File: src/rtl/assert_macros.svh
// Assertion macros shared by the RTL; compiled out under SYNTHESIS.
`ifndef ASSERT_MACROS_SVH
`define ASSERT_MACROS_SVH

`ifndef SYNTHESIS

`define TESL_ASSERT(lbl, clk, rst, prop) \
  lbl: assert property (@(posedge clk) disable iff (rst) prop) \
    else $error("assertion failed");

`define TESL_ASSERT_NEVER(lbl, clk, rst, expr) \
  lbl: assert property (@(posedge clk) disable iff (rst) !(expr)) \
    else $error("forbidden condition seen");

`else

`define TESL_ASSERT(lbl, clk, rst, prop)

`define TESL_ASSERT_NEVER(lbl, clk, rst, expr)

`endif

`endif

File: src/rtl/tesl_pkg.sv
// Types and constants of the tab expander.
package tesl_pkg;

  localparam int COL_W     = 16;
  localparam int NUM_STOPS = 6;
  localparam int REM_W     = 6;   // remainder mod a tab width of at most 64
  localparam int CNT_W     = 3;

  localparam logic [7:0] BYTE_TAB   = 8'd9;
  localparam logic [7:0] BYTE_NL    = 8'd10;
  localparam logic [7:0] BYTE_SPACE = 8'd32;

  localparam logic [COL_W-1:0] COL_MAX = '1;

  typedef enum logic [2:0] {
    REG_STOP_COUNT = 3'd0,
    REG_STOP_0     = 3'd1,
    REG_STOP_1     = 3'd2,
    REG_STOP_2     = 3'd3,
    REG_STOP_3     = 3'd4,
    REG_STOP_4     = 3'd5,
    REG_STOP_5     = 3'd6
  } cfg_reg_t;

  typedef struct packed {
    logic                                busy;
    logic [CNT_W-1:0]                    in_use;
    logic [NUM_STOPS-1:0][COL_W-1:0]     stops;
    logic [NUM_STOPS-1:0][REM_W-1:0]     rems;   // each stop mod tab width
  } stop_cfg_t;

endpackage

File: src/rtl/tab_expander_with_stop_list_unit.sv
// Top level of the tab expander with a configurable list of tab stops.
//
// Takes one text byte per beat and returns one beat per byte: the byte with a
// repeat count of one, or for a tab a space with the count that reaches the
// next stop. A byte is taken every cycle while no stop write is busy and the
// output is not stalled; its result passes the input register, then the result
// register. The column and its remainder modulo TAB_WIDTH are updated in the
// cycle a byte moves into the result register, so back-to-back tabs cost
// nothing extra. Writing a stop register starts a remainder computation of that
// stop modulo TAB_WIDTH by reciprocal multiplication; cfg_ready and in_ready
// stay low for a single cycle while it runs.
`include "assert_macros.svh"

module tab_expander_with_stop_list_unit
  import tesl_pkg::*;
#(
  parameter int TAB_WIDTH = 8,
  parameter int MAX_STOPS = 6
) (
  input  logic             clk,
  input  logic             rst,
  input  logic             cfg_valid,
  output logic             cfg_ready,
  input  logic [2:0]       cfg_index,
  input  logic [COL_W-1:0] cfg_data,
  input  logic             in_valid,
  output logic             in_ready,
  input  logic [7:0]       in_byte,
  output logic             out_valid,
  input  logic             out_ready,
  output logic [7:0]       out_byte,
  output logic [COL_W-1:0] repeat_count
);

  stop_cfg_t cfg;

  tesl_cfg #(
    .TAB_WIDTH (TAB_WIDTH),
    .MAX_STOPS (MAX_STOPS)
  ) u_cfg (
    .clk       (clk),
    .rst       (rst),
    .cfg_valid (cfg_valid),
    .cfg_ready (cfg_ready),
    .cfg_index (cfg_index),
    .cfg_data  (cfg_data),
    .cfg       (cfg)
  );

  tesl_core #(
    .TAB_WIDTH (TAB_WIDTH)
  ) u_core (
    .clk          (clk),
    .rst          (rst),
    .cfg          (cfg),
    .in_valid     (in_valid),
    .in_ready     (in_ready),
    .in_byte      (in_byte),
    .out_valid    (out_valid),
    .out_ready    (out_ready),
    .out_byte     (out_byte),
    .repeat_count (repeat_count)
  );

  `TESL_ASSERT_NEVER(a_busy_blocks_input, clk, rst, cfg.busy && in_ready)
  `TESL_ASSERT(a_count_nonzero, clk, rst, out_valid |-> (repeat_count != '0))
  `TESL_ASSERT(a_plain_count_one, clk, rst, (out_valid && out_byte != BYTE_SPACE) |-> (repeat_count == COL_W'(1)))
  `TESL_ASSERT(a_stop_write_busy, clk, rst, (cfg_valid && cfg_ready && cfg_index >= REG_STOP_0 && cfg_index <= REG_STOP_5) |=> cfg.busy)

endmodule

File: src/rtl/tesl_cfg.sv
// Configuration registers and the remainder unit for the stop columns.
module tesl_cfg
  import tesl_pkg::*;
#(
  parameter int TAB_WIDTH = 8,
  parameter int MAX_STOPS = 6
) (
  input  logic             clk,
  input  logic             rst,
  input  logic             cfg_valid,
  output logic             cfg_ready,
  input  logic [2:0]       cfg_index,
  input  logic [COL_W-1:0] cfg_data,
  output stop_cfg_t        cfg
);

  // floor(x * RECIP / 2^SH) equals x / TAB_WIDTH for every 16-bit x
  localparam int SH     = COL_W + $clog2(TAB_WIDTH);
  localparam int PROD_W = SH + COL_W;
  localparam logic [COL_W:0] RECIP =
    (COL_W+1)'(((longint'(1) << SH) + longint'(TAB_WIDTH) - 1) / longint'(TAB_WIDTH));
  localparam logic [COL_W-1:0] TW = COL_W'(TAB_WIDTH);
  localparam logic [REM_W-1:0] RST_REM [NUM_STOPS] = '{
    REM_W'(8 % TAB_WIDTH),  REM_W'(16 % TAB_WIDTH), REM_W'(24 % TAB_WIDTH),
    REM_W'(32 % TAB_WIDTH), REM_W'(40 % TAB_WIDTH), REM_W'(48 % TAB_WIDTH)
  };

  logic [CNT_W-1:0]             stop_count;
  logic [NUM_STOPS-1:0][COL_W-1:0] stops;
  logic [NUM_STOPS-1:0][REM_W-1:0] rems;

  logic              div_busy;
  logic [COL_W-1:0]  div_val;
  logic [2:0]        div_idx;
  logic [PROD_W-1:0] div_prod;
  logic [COL_W-1:0]  div_quot;
  logic [COL_W-1:0]  div_diff;
  logic [REM_W-1:0]  div_rem;
  logic              cfg_fire;

  assign cfg_ready = !div_busy;
  assign cfg_fire  = cfg_valid && cfg_ready;

  // remainder is below TAB_WIDTH, so the low bits of the difference are exact
  assign div_prod = PROD_W'(div_val) * PROD_W'(RECIP);
  assign div_quot = div_prod[PROD_W-1 -: COL_W];
  assign div_diff = div_val - COL_W'(div_quot * TW);
  assign div_rem  = div_diff[REM_W-1:0];

  always_ff @(posedge clk) begin
    if (rst) begin
      stop_count <= '0;
      div_busy   <= 1'b0;
      for (int i = 0; i < NUM_STOPS; i++) begin
        stops[i] <= COL_W'(8 * (i + 1));
        rems[i]  <= RST_REM[i];
      end
    end else begin
      if (cfg_fire) begin
        case (cfg_reg_t'(cfg_index))
          REG_STOP_COUNT: begin
            stop_count <= cfg_data[CNT_W-1:0];
          end
          REG_STOP_0, REG_STOP_1, REG_STOP_2,
          REG_STOP_3, REG_STOP_4, REG_STOP_5: begin
            for (int i = 0; i < NUM_STOPS; i++) begin
              if (cfg_index == 3'(i + 1)) stops[i] <= cfg_data;
            end
            div_busy <= 1'b1;
          end
          default: begin
          end
        endcase
      end else if (div_busy) begin
        div_busy <= 1'b0;
        for (int i = 0; i < NUM_STOPS; i++) begin
          if (div_idx == 3'(i)) rems[i] <= div_rem;
        end
      end
    end
  end

  // operand of the remainder unit
  always_ff @(posedge clk) begin
    if (cfg_fire) begin
      div_val <= cfg_data;
      div_idx <= cfg_index - 3'd1;
    end
  end

  always_comb begin
    cfg.busy   = div_busy;
    cfg.in_use = (stop_count > CNT_W'(MAX_STOPS)) ? CNT_W'(MAX_STOPS) : stop_count;
    cfg.stops  = stops;
    cfg.rems   = rems;
  end

endmodule

File: src/rtl/tesl_core.sv
// Input register, column tracking and result register of the tab expander.
module tesl_core
  import tesl_pkg::*;
#(
  parameter int TAB_WIDTH = 8
) (
  input  logic             clk,
  input  logic             rst,
  input  stop_cfg_t        cfg,
  input  logic             in_valid,
  output logic             in_ready,
  input  logic [7:0]       in_byte,
  output logic             out_valid,
  input  logic             out_ready,
  output logic [7:0]       out_byte,
  output logic [COL_W-1:0] repeat_count
);

  localparam logic [REM_W:0]   TW      = (REM_W+1)'(TAB_WIDTH);
  localparam logic [REM_W-1:0] SAT_REM = REM_W'(65535 % TAB_WIDTH);

  logic             s1_valid;
  logic [7:0]       s1_byte;
  logic             s1_adv;

  logic [COL_W-1:0] col;
  logic [REM_W-1:0] cmod;   // col mod tab width
  logic [COL_W-1:0] col_next;
  logic [REM_W-1:0] cmod_next;
  logic [7:0]       byte_next;
  logic [COL_W-1:0] rep_next;

  assign s1_adv   = s1_valid && (!out_valid || out_ready);
  assign in_ready = !cfg.busy && (!s1_valid || s1_adv);

  always_comb begin
    logic             found;
    logic [COL_W-1:0] hit_stop;
    logic [REM_W-1:0] hit_rem;
    logic [COL_W-1:0] base;
    logic [REM_W-1:0] brem;
    logic [REM_W:0]   phase;
    logic [COL_W-1:0] rep;
    logic [REM_W-1:0] srem;
    logic [COL_W:0]   stop_sum;

    found    = 1'b0;
    hit_stop = '0;
    hit_rem  = '0;
    base     = '0;
    brem     = '0;
    for (int i = 0; i < NUM_STOPS; i++) begin
      if (!found && (CNT_W'(i) < cfg.in_use) && (cfg.stops[i] > col)) begin
        found    = 1'b1;
        hit_stop = cfg.stops[i];
        hit_rem  = cfg.rems[i];
      end
      if (cfg.in_use == CNT_W'(i + 1)) begin
        base = cfg.stops[i];
        brem = cfg.rems[i];
      end
    end

    // distance past the last stop, mod tab width
    phase = ({1'b0, cmod} >= {1'b0, brem}) ? {1'b0, cmod} - {1'b0, brem}
                                           : {1'b0, cmod} + TW - {1'b0, brem};
    if (found) begin
      rep  = hit_stop - col;
      srem = hit_rem;
    end else if (col < base) begin
      rep  = base - col;
      srem = brem;
    end else begin
      rep  = COL_W'(TW - phase);
      srem = brem;
    end
    stop_sum = {1'b0, col} + {1'b0, rep};

    byte_next = s1_byte;
    rep_next  = COL_W'(1);
    col_next  = col;
    cmod_next = cmod;
    if (s1_byte == BYTE_NL) begin
      col_next  = '0;
      cmod_next = '0;
    end else if (s1_byte == BYTE_TAB) begin
      byte_next = BYTE_SPACE;
      rep_next  = rep;
      if (stop_sum[COL_W]) begin
        col_next  = COL_MAX;
        cmod_next = SAT_REM;
      end else begin
        col_next  = stop_sum[COL_W-1:0];
        cmod_next = srem;
      end
    end else if (col != COL_MAX) begin
      col_next  = col + COL_W'(1);
      cmod_next = ({1'b0, cmod} == TW - 1'b1) ? '0 : cmod + REM_W'(1);
    end
  end

  always_ff @(posedge clk) begin
    if (rst) begin
      s1_valid  <= 1'b0;
      out_valid <= 1'b0;
      col       <= '0;
      cmod      <= '0;
    end else begin
      if (in_valid && in_ready) s1_valid <= 1'b1;
      else if (s1_adv)          s1_valid <= 1'b0;
      if (s1_adv) begin
        out_valid <= 1'b1;
        col       <= col_next;
        cmod      <= cmod_next;
      end else if (out_ready) begin
        out_valid <= 1'b0;
      end
    end
  end

  always_ff @(posedge clk) begin
    if (in_valid && in_ready) s1_byte <= in_byte;
    if (s1_adv) begin
      out_byte     <= byte_next;
      repeat_count <= rep_next;
    end
  end

endmodule
File: config.mk
export PLATFORM = sky130hd
export DESIGN_NAME = tab_expander_with_stop_list_unit
export DESIGN_NICKNAME = d
export VERILOG_FILES = /design/src/rtl/tesl_pkg.sv /design/src/rtl/tab_expander_with_stop_list_unit.sv /design/src/rtl/tesl_cfg.sv /design/src/rtl/tesl_core.sv
export VERILOG_INCLUDE_DIRS = /design/src /design/src/rtl
export SDC_FILE = /design/constraint.sdc
export NUM_CORES = 1
export LEC_CHECK = 0
export BUFFER_PORTS_ARGS = -buffer_cell sky130_fd_sc_hd__buf_2
export CORE_AREA = 2 2 202 204
export DETAILED_ROUTE_END_ITERATION = 7
export DIE_AREA = 0 0 204 206
export GPL_TIMING_DRIVEN = 0
export SLEW_MARGIN = 20
export SYNTH_ARGS = -nofsm -noshare
export SYNTH_HDL_FRONTEND = slang
export SYNTH_SLANG_ARGS = --single-unit
export TNS_END_PERCENT = 5
File: constraint.sdc
create_clock -name clk -period 6.2 [get_ports clk]
set_input_delay 0 -clock clk [delete_from_list [all_inputs] [get_ports clk]]
set_output_delay 0 -clock clk [all_outputs]
set_load 0.1 [all_outputs]
After elaboration in Yosys (flattened, before gate mapping)
Cells that the tools add are included. Widths: inputs -> output; s select.

Input bits: 32. Word-level logic and storage cells: 169. Bits in registers: 201. Output and inout port bits: 27.

Reductions and logical operators: 47. Eq/ne operators: 21. Mux-type cells: 50. Bitwise operators: 2. Add/sub/neg operators: 11. $lt $le $gt $ge: 15.

Operators with widths (count): $mux 16 (18); $mux 6 (18); $gt 16x16->1 (6); $reduce_and 3->1 (12); $sub 16x16->16 (2); $eq 3x3->1 const B (8); $eq 3x2->1 const B (6); $add 16x16->17 (1); $add 16x1->16 const B (1); $eq 8x4->1 const B (2); $lt 16x16->1 (1); $mux 8 (2); $ne 16x16->1 const B (1); $logic_and 1x1->1 (15); $mux 1 (10); $eq 3x1->1 const B (3); $logic_not 1->1 (8); $sub 4x7->8 const A (1); $add 6x4->7 const B (1); $mux 7 (1); $sub 6x6->7 (1); $sub 7x6->7 (1); $add 6x1->6 const B (1); $eq 6x3->1 const B (1); other kinds (16) (25).

Depth between registers and ports, before layout
Gate-level depths: netlist of run 1.

Word-level depth: 31. Depth in mapped cells: 34.

By module
Synthesis of run 1 repeated with hierarchy kept, for this count alone.

Cells, all modules: 1792. Area, all modules: 14620.3 um2.

Modules (own cells, without submodules): tesl_core (times used 1, cells an instance 1239, seq. area each 1441.4 um2, area an instance 9829.4 um2); tesl_cfg (times used 1, cells an instance 553, seq. area each 2542.4 um2, area an instance 4790.8 um2).

Worst setup path before layout of run 1
OpenSTA, ideal clock, no wires.

Path kind: reg-to-reg. Start: register u_core.col[1]. End: register u_core.cmod[0]. Setup slack: -0.491 ns. Period minus slack after synthesis: 6.691 ns. Data required time: 6.083 ns. Cell stages (with the launch flop): 31. Arrival: 6.574 ns. Path through: dfxtp_1 inv_1 ha_1 nor2b_1 o211ai_1 a211oi_1 or4b_4 and2_1 clkbuf_1 clkbuf_1 clkbuf_1 a221oi_1 nand2_1 ha_1 nor2b_1 o21ai_0 a21oi_1 o21ai_0 a211oi_1 o21ai_0 nor3b_1 nor3_1 or2_1 ha_1 and4_1 a311oi_1 o21ai_0 nand3_1 nand2_1 or3_1 a32o_1.

Cells in the longest elaborated chain, start to end: 29. Elaborated cells between the ends (all ways): 53.

RTL lines: from (decl) (RTL line tesl_core.sv:26) `logic [COL_W-1:0] col;`; from (signal assigned) (RTL line tesl_core.sv:113) `col <= col_next;`; $gt 16x16->1 (RTL line tesl_core.sv:53) `if (!found && (CNT_W'(i) < cfg.in_use) && (cfg.stops[i] > col)) begin`; $logic_and 1x1->1 (RTL line tesl_core.sv:53); $mux 1 (RTL line tesl_core.sv:53); $logic_not 1->1 (RTL line tesl_core.sv:53); $logic_and 1x1->1 (2 in a row) (RTL line tesl_core.sv:53); $mux 1 (RTL line tesl_core.sv:53); $logic_not 1->1 (RTL line tesl_core.sv:53); $logic_and 1x1->1 (2 in a row) (RTL line tesl_core.sv:53); (+10 left out); $logic_and 1x1->1 (2 in a row) (RTL line tesl_core.sv:53); $mux 16 (RTL line tesl_core.sv:53); $sub 16x16->16 (RTL line tesl_core.sv:68) `rep = hit_stop - col;`; $mux 16 (RTL line tesl_core.sv:67) `if (found) begin`; $add 16x16->17 (RTL line tesl_core.sv:77) `stop_sum = {1'b0, col} + {1'b0, rep};`; $mux 6 (RTL line tesl_core.sv:89) `if (stop_sum[COL_W]) begin`; $mux 6 (RTL line tesl_core.sv:86) `end else if (s1_byte == BYTE_TAB) begin`; $mux 6 (RTL line tesl_core.sv:83) `if (s1_byte == BYTE_NL) begin`; to (signal assigned) (RTL line tesl_core.sv:114) `cmod <= cmod_next;`; to (decl) (RTL line tesl_core.sv:27) `logic [REM_W-1:0] cmod;`.

Several ways; a longest one is shown, not always the timed one. A chain may end at the register's enable or synchronous reset.

Worst setup path in the final report of run 1
Start: register u_core.col[14]. End: register u_core.cmod[0].

Same word-level chain as after synthesis.

==> flow_summary.yaml, run 1 <==
die:
  design.core.area_sq_mm: 0.0402
  die_area_sq_mm: 0.0420
  num_rows: 74
  io_pins: 59
  start_util: 0.342
  die_w_microns: 204
  fp.dieH_microns: 206
synth:
  synth.distinct_cells: 84
  ys_warn_count: 0
  ys_seq_elements: 180
  postSynthAreaPerCell_sq_um: 8.32
  netlist_instances: 1654
  synth_flop_cell: "dfxtp_1"
  seq_area_frac_synth: 0.290
  syn_area_sq_mm: 0.0138
  async_flop_share: 0
  synth_edf_count: 38
clocking:
  cts_tree: "built"
  clk_path_buf_depth: 2
  path_clk_slew_ns: 0.07
  cts_buffers: 17
  cts.sinks: 180
  clk_latency_ns: 0.47
  cts_root_buf: "clkbuf_16"
  htreeDepth: 4
worst_setup_path:
  cp.arrival_ns: 7.17
  cpPeakStageDelay_ns: 0.38
  crit_type: "reg -> reg"
  crit_path_start_kind: "flop"
  cp_max_fo: 10
  cp-end-kind: "flop"
  worstPathRequired_ns: 6.55
  cp_slowest_cell: "a311oi_2"
sta:
  fin_tns_setup_ns: -9.26
  rsz0062_at_grt: "yes"
  worstMarginPinSlew_ns: 0.931
  hold_viol_final: 0
  slew_viol_final: 0
  min_period_over_period: 1.10
  slew_headroom: 0.379
  finalWorstPathRequiredPeriod_ns: 6.81
  timing.fmax_ghz: 0.147
  finClkSkew_ns: 0.0158
  setup_viol: 19
  post-route-worst-setup-slack_ns: -0.612
pwr:
  netSwitchingFraction: 0.337
  leakage_uw: 0.00691
  ir_worst_vdd_v: 0.000195
  intPower_uw: 2200
  seqPwrFrac: 0.378
  power_density_mw_per_mm2: 196
  pwr-share-comb: 0.284
  p_sw_uw: 1120
  power_frac_clock: 0.337
route:
  detail_route.first_pass.iterations: 6
  antenna_left: 0
  drt_iter0_drc: 1134
  wirelength_mm: 49.7
  post_drt_wl_per_cell_microns: 21.0
  vias: 13437
  drc: 0
  avgViaCountPerCell: 5.68
global_routing:
  grt_pass1_wl_mm: 75.3
  grt_antenna_before_repair: 0
  grt_usage: 0.236
  grt_pass1_vias: 12984
  grt_max_degree: 25
  grt-ovfl-total: 0
job:
  maxCapViolations: 0
placed_design:
  hpwl_mm: 38.5
  place.gp.congestion: 0.974
  dp_cells: 2247
  io_buffers: 57
finish:
  stdcell_count: 2367
  fin_nets: 2027
  antenna_cells: 0
  drive_above_1_share: 0.184
  synthToLayoutAreaGrowth_pct: 23.0
run_status:
  outcome: "finished, violations left"
  violations: "negative setup slack"
worst_hold_path:
  hold_path.class: "in -> reg"
Yosys cell counts (6+ instances only):
cell type	count	share of area
edfxtp_1	38	0.083
a21o_1	25	0.014
a31oi_1	7	0.0032
ha_1	164	0.15
inv_1	60	0.016
nor3_1	18	0.0065
and4_1	7	0.0045
nor4_1	10	0.0045
nand3_1	29	0.011
fa_1	8	0.012
and3_1	15	0.0068
nor2_1	135	0.037
clkbuf_1	65	0.018
nand2_1	239	0.065
xor2_1	22	0.014
a221oi_1	33	0.021
a21oi_1	183	0.067
nand3b_1	8	0.0044
nor2b_1	20	0.0091
nand2b_1	16	0.0073
o211ai_1	12	0.0065
a211oi_1	15	0.0082
mux2_2	12	0.0098
nand4_1	22	0.010
a22oi_1	31	0.017
o221ai_1	23	0.015
mux2i_1	65	0.047
o21a_1	11	0.0060
o21ai_0	52	0.019
xnor2_1	36	0.023
and2_1	19	0.0086
o21bai_1	6	0.0033
dfxtp_1	142	0.21
a211o_1	8	0.0051
power by group through the flow:
stage	registers, uW	clock network (uW)	logic, uW
finish	1260	1120	945
global route	1260	1180	1020
CTS	1260	1130	899
detailed placement	1290	0	813
global placement	1290	0	804
floorplan	1320	0	557
through the flow:
stage	hold slack, ns	power, uW	setup WS (ns)	instance area, sq um	utilization
6_report	0.0535	3320	-0.612	16900	0.421
5_1_grt	0.0889	3460	-0.730	16900	0.421
4_1_cts	0.0438	3290	-0.405	16600	0.413
3_5_place_dp	0.179	2100	-2.25	14800	0.368
3_3_place_gp	0.180	2090	-2.16	14800	0.368
2_1_floorplan	0.0989	1870	0.0280	13800	-
layout make-up:
| type | count | area, sq um |
|---|---|---|
| plain buffers | 74 | 395 |
| clock buffers | 22 | 495 |
| clock inverters | 9 | 91.3 |
| fillers | 3968 | 23300 |
| inverters | 61 | 277 |
| multi-input cells | 1339 | 9890 |
| flip-flops and latches | 180 | 4030 |
| well taps | 532 | 666 |
| repair buffers | 150 | 1080 |
path summary, 6_finish.rpt:
path / start / endpoint / slack [ns] / cells after the start
setup reg to reg: u_core.col[14] / u_core.cmod[0] / -0.61 / 32
setup / recovery: u_core.col[14] / u_core.cmod[0] / -0.61 / 32
hold reg to reg: u_cfg.cfg[51] / u_cfg.cfg[51] / 0.50 / 2
hold / removal: cfg_index[1] / u_cfg.div_idx[1] / 0.05 / 4
placed cells by master (no fill, tap or decap), types with 12 or more instances in the layout:
| cell type | Yosys | layout |
|---|---|---|
| a21o_1 | 25 | 25 |
| a21oi_1 | 183 | 171 |
| a21oi_2 | 4 | 15 |
| a221oi_1 | 33 | 22 |
| a22oi_1 | 31 | 30 |
| and2_1 | 19 | 17 |
| and3_1 | 15 | 13 |
| buf_2 | 5 | 59 |
| buf_4 | 3 | 65 |
| clkbuf_1 | 65 | 43 |
| clkbuf_16 | 0 | 18 |
| dfxtp_1 | 142 | 125 |
| dlygate4sd3_1 | 0 | 27 |
| edfxtp_1 | 38 | 38 |
| ha_1 | 164 | 151 |
| inv_1 | 60 | 44 |
| mux2_2 | 12 | 12 |
| mux2i_1 | 65 | 65 |
| nand2_1 | 239 | 235 |
| nand2b_1 | 16 | 16 |
| nand3_1 | 29 | 27 |
| nand4_1 | 22 | 22 |
| nor2_1 | 135 | 133 |
| nor2b_1 | 20 | 18 |
| nor3_1 | 18 | 16 |
| o211ai_1 | 12 | 12 |
| o21ai_0 | 52 | 43 |
| o221ai_1 | 23 | 20 |
| xnor2_1 | 36 | 36 |
| xor2_1 | 22 | 21 |
sequential cells by signal, summed over array words and instances (netlist names), 3 cells and up:
name                 cells
u_cfg.cfg              114
u_cfg.div_idx            3
u_core.s1_byte           8
u_cfg.stop_count         3
u_core.cmod              6
u_cfg.div_val            3
u_core.out_byte          8
u_core.col              16
u_core.repeat_count     16
layer usage:
layer / up-vias / track usage / wire length, microns
met4: 0 / 0.0815 / 1490
met1: 6455 / 0.309 / 22000
li1: 6406 / - / -
met3: 95 / 0.0369 / 3150
met5: - / 0 / 0
met2: 481 / 0.396 / 23100
worst max-delay path, delay by kind of cell, from the launching register on:
family                     cells  cell delay (ns)
and+or+nand+nor               12             2.05
AOI/OAI and AO/OA             11             2.36
adders and majority gates      3             0.85
buffers and inverters          6             1.05
DFF                            1             0.37
cell families after synthesis:
logic type | after synthesis | synth area share
and+or+nand+nor | 560 | 0.189
adders and majority gates | 172 | 0.161
buffers and inverters | 139 | 0.0397
DFF | 180 | 0.290
AOI/OAI and AO/OA | 465 | 0.225
xor gates and xnor gates | 59 | 0.0386
other | 2 | 0.000546
muxes | 77 | 0.0571
repair_timing:
action,4_1_cts,5_1_grt
setup endpoints to repair,25,19
buffers inserted,47,19
pin swaps,34,24
gates resized for setup,149,52
hold buffers,27,0
hold endpoints to repair,112,0
(Power assumes the default switching activity.)
==> run 2: changes to the inputs <==
--- a/config.mk
+++ b/config.mk
@@ -11,6 +11,8 @@
 export DETAILED_ROUTE_END_ITERATION = 7
 export DIE_AREA = 0 0 204 206
 export GPL_TIMING_DRIVEN = 0
+export MAX_ROUTING_LAYER = met4
+export SKIP_CTS_REPAIR_TIMING = 1
 export SLEW_MARGIN = 20
 export SYNTH_ARGS = -nofsm -noshare
 export SYNTH_HDL_FRONTEND = slang
==> run 2 against run 1 <==
- the flow still finishes with violations (negative setup slack)
- final cell count barely moved
- non-clock buffer count did not move
- setup slack got worse by 0.097 ns
- global-route usage rose by 0.22 points
- combinational power fell by 3.3%
- clock power fell by 4%
- fmax fell by 1.4%
- sequential power barely moved
- flip-flop and latch count did not move
- final area fell by 0.97%
- critical path depth fell by 1
==> flow_summary.yaml, run 2 (synthesis gave the netlist of run 1 again) <==
run_status:
  outcome: "finished, violations left"
  violations: "negative setup slack"
worst_setup_path:
  crit_type: "reg -> reg"
  cp_slowest_cell: "or4b_4"
  cp_max_fo: 8
  r2r_cells: 31
  r2r_start: "u_core.col[14]"
  cp.arrival_ns: 7.27
  worstPathRequired_ns: 6.56
  cpPeakStageDelay_ns: 0.59
  r2r-end: "u_core.cmod[0]"
  ff2ff_setup_slack_ns: -0.71
  cp-end-kind: "flop"
  crit_path_start_kind: "flop"
global_routing:
  grt_max_degree: 25
  grt_antenna_before_repair: 0
  grt_pass1_vias: 12442
  grt_usage: 0.238
  grt_pass1_wl_mm: 73.6
  grt-ovfl-total: 0
die:
  die_area_sq_mm: 0.0420
  die_w_microns: 204
  io_pins: 59
  start_util: 0.342
  fp.dieH_microns: 206
  num_rows: 74
  design.core.area_sq_mm: 0.0402
finish:
  postLayoutCellArea_sq_mm: 0.0168
  synthToLayoutAreaGrowth_pct: 21.8
  drive_above_1_share: 0.175
  fillers: 4034
  fin_nets: 2027
  antenna_cells: 0
  regArea_sq_mm: 0.00401
  final_cell_mix: "nand2_1 (236), a21oi_1 (177), ha_1 (152)"
  stdcell_count: 2368
  multiInputGateArea_sq_mm: 0.00981
  largest_register_ffs: 114
  final_common_cell: "nand2_1"
clocking:
  clk_latency_ns: 0.48
  htreeDepth: 4
  cts_buffers: 17
  path_clk_slew_ns: 0.07
  cts.sinks: 180
  clk_path_buf_depth: 2
  cts_tree: "built"
  cts_root_buf: "clkbuf_16"
sta:
  timing.fmax_ghz: 0.145
  slew_viol_final: 0
  post-route-worst-setup-slack_ns: -0.710
  finalWorstPathRequiredPeriod_ns: 6.91
  rsz0062_at_grt: "yes"
  worstMarginPinSlew_ns: 1.00
  min_period_over_period: 1.11
  fin_hold_ws_ns: 0.00230
  finClkSkew_ns: 0.0178
  hold_viol_final: 0
  slew_headroom: 0.331
  setup_viol: 19
route:
  detail_route.first_pass.iterations: 7
  avgViaCountPerCell: 5.69
  drc: 0
  antenna_left: 0
  post_drt_wl_per_cell_microns: 21.0
  vias: 13475
  drt_iter0_drc: 1226
  wirelength_mm: 49.8
placed_design:
  io_buffers: 57
  dp_cells: 2247
  postPlaceCellArea_sq_mm: 0.0148
  pre_cts_slack_ns: -2.14
  place.gp.congestion: 0.990
  hpwl_mm: 38.9
pwr:
  power_density_mw_per_mm2: 193
  leakage_uw: 0.00687
  power_uw: 3240
  ir_worst_vdd_v: 0.000192
job:
  maxCapViolations: 0
worst_hold_path:
  hold_path_end: "u_cfg.div_busy"
  hold_path.class: "in -> reg"
  holdPathStages: 4
  hp-start: "cfg_index[2]"
-- run 2: cell types whose count changed in the layout (fill, tap and decap cells not counted), moves of 2 or more --
cell / delta
a21oi_2: -6
dfxtp_2: +6
buf_2: +2
a21oi_1: +6
a221oi_1: +2
o21ai_2: -2
ha_2: -2
inv_4: -2
buf_6: -2
dfxtp_4: -7
clkinv_2: +3
buf_4: -2
clkbuf_8: -4
inv_6: +3
-- run 2: worst max-delay path by stage --
stage,from,endpoint,cells after the start
2_1_floorplan,u_cfg.stop_count[1],u_core.cmod[0],29
3_3_place_gp,u_core.col[10],u_core.col[7],31
3_5_place_dp,u_core.col[10],u_core.col[8],31
4_1_cts,u_core.col[10],u_core.col[7],31
5_1_grt,u_core.col[14],u_core.cmod[0],31
6_report,u_core.col[14],u_core.cmod[0],31
-- run 2: critical path: cells and delay by family, from the launching register on --
family | cells | cell delay (ns)
and+or+nand+nor | 12 | 2.61
AOI/OAI and AO/OA | 12 | 2.07
adders and majority gates | 4 | 1.17
buffers and inverters | 3 | 0.57
DFF | 1 | 0.37
-- run 2: power breakdown --
| part | leakage, uW | internal [uW] | switching (uW) |
|---|---|---|---|
| logic | 0.00508 | 349 | 565 |
| registers | 0.00152 | 1220 | 35.6 |
| clock network | 0.000271 | 530 | 537 |
| total | 0.00687 | 2100 | 1140 |
-- run 2: layer usage --
layer	vias up	GRT usage	part of all wire
met2	495	0.380	0.46
met1	6489	0.306	0.45
li1	6398	-	-
met4	0	0.0937	0.031
met3	93	0.0323	0.058
met5	-	-	0
-- run 2: layout make-up --
| type | count | area share |
|---|---|---|
| buffer | 74 | 0.0223 |
| clock buffer | 19 | 0.0264 |
| clock inverter | 13 | 0.00582 |
| inverter | 61 | 0.0160 |
| multi-input combinational | 1339 | 0.585 |
| sequential | 180 | 0.239 |
| tap | 532 | 0.0397 |
| timing repair buffer | 150 | 0.0655 |
-- run 2: through the flow --
step / setup TNS [ns] / util
6_report: -10.94 / 0.417
5_1_grt: -16.22 / 0.417
4_1_cts: -38.94 / 0.382
3_5_place_dp: -37.97 / 0.368
3_3_place_gp: -38.42 / 0.368
2_1_floorplan: 0 / -
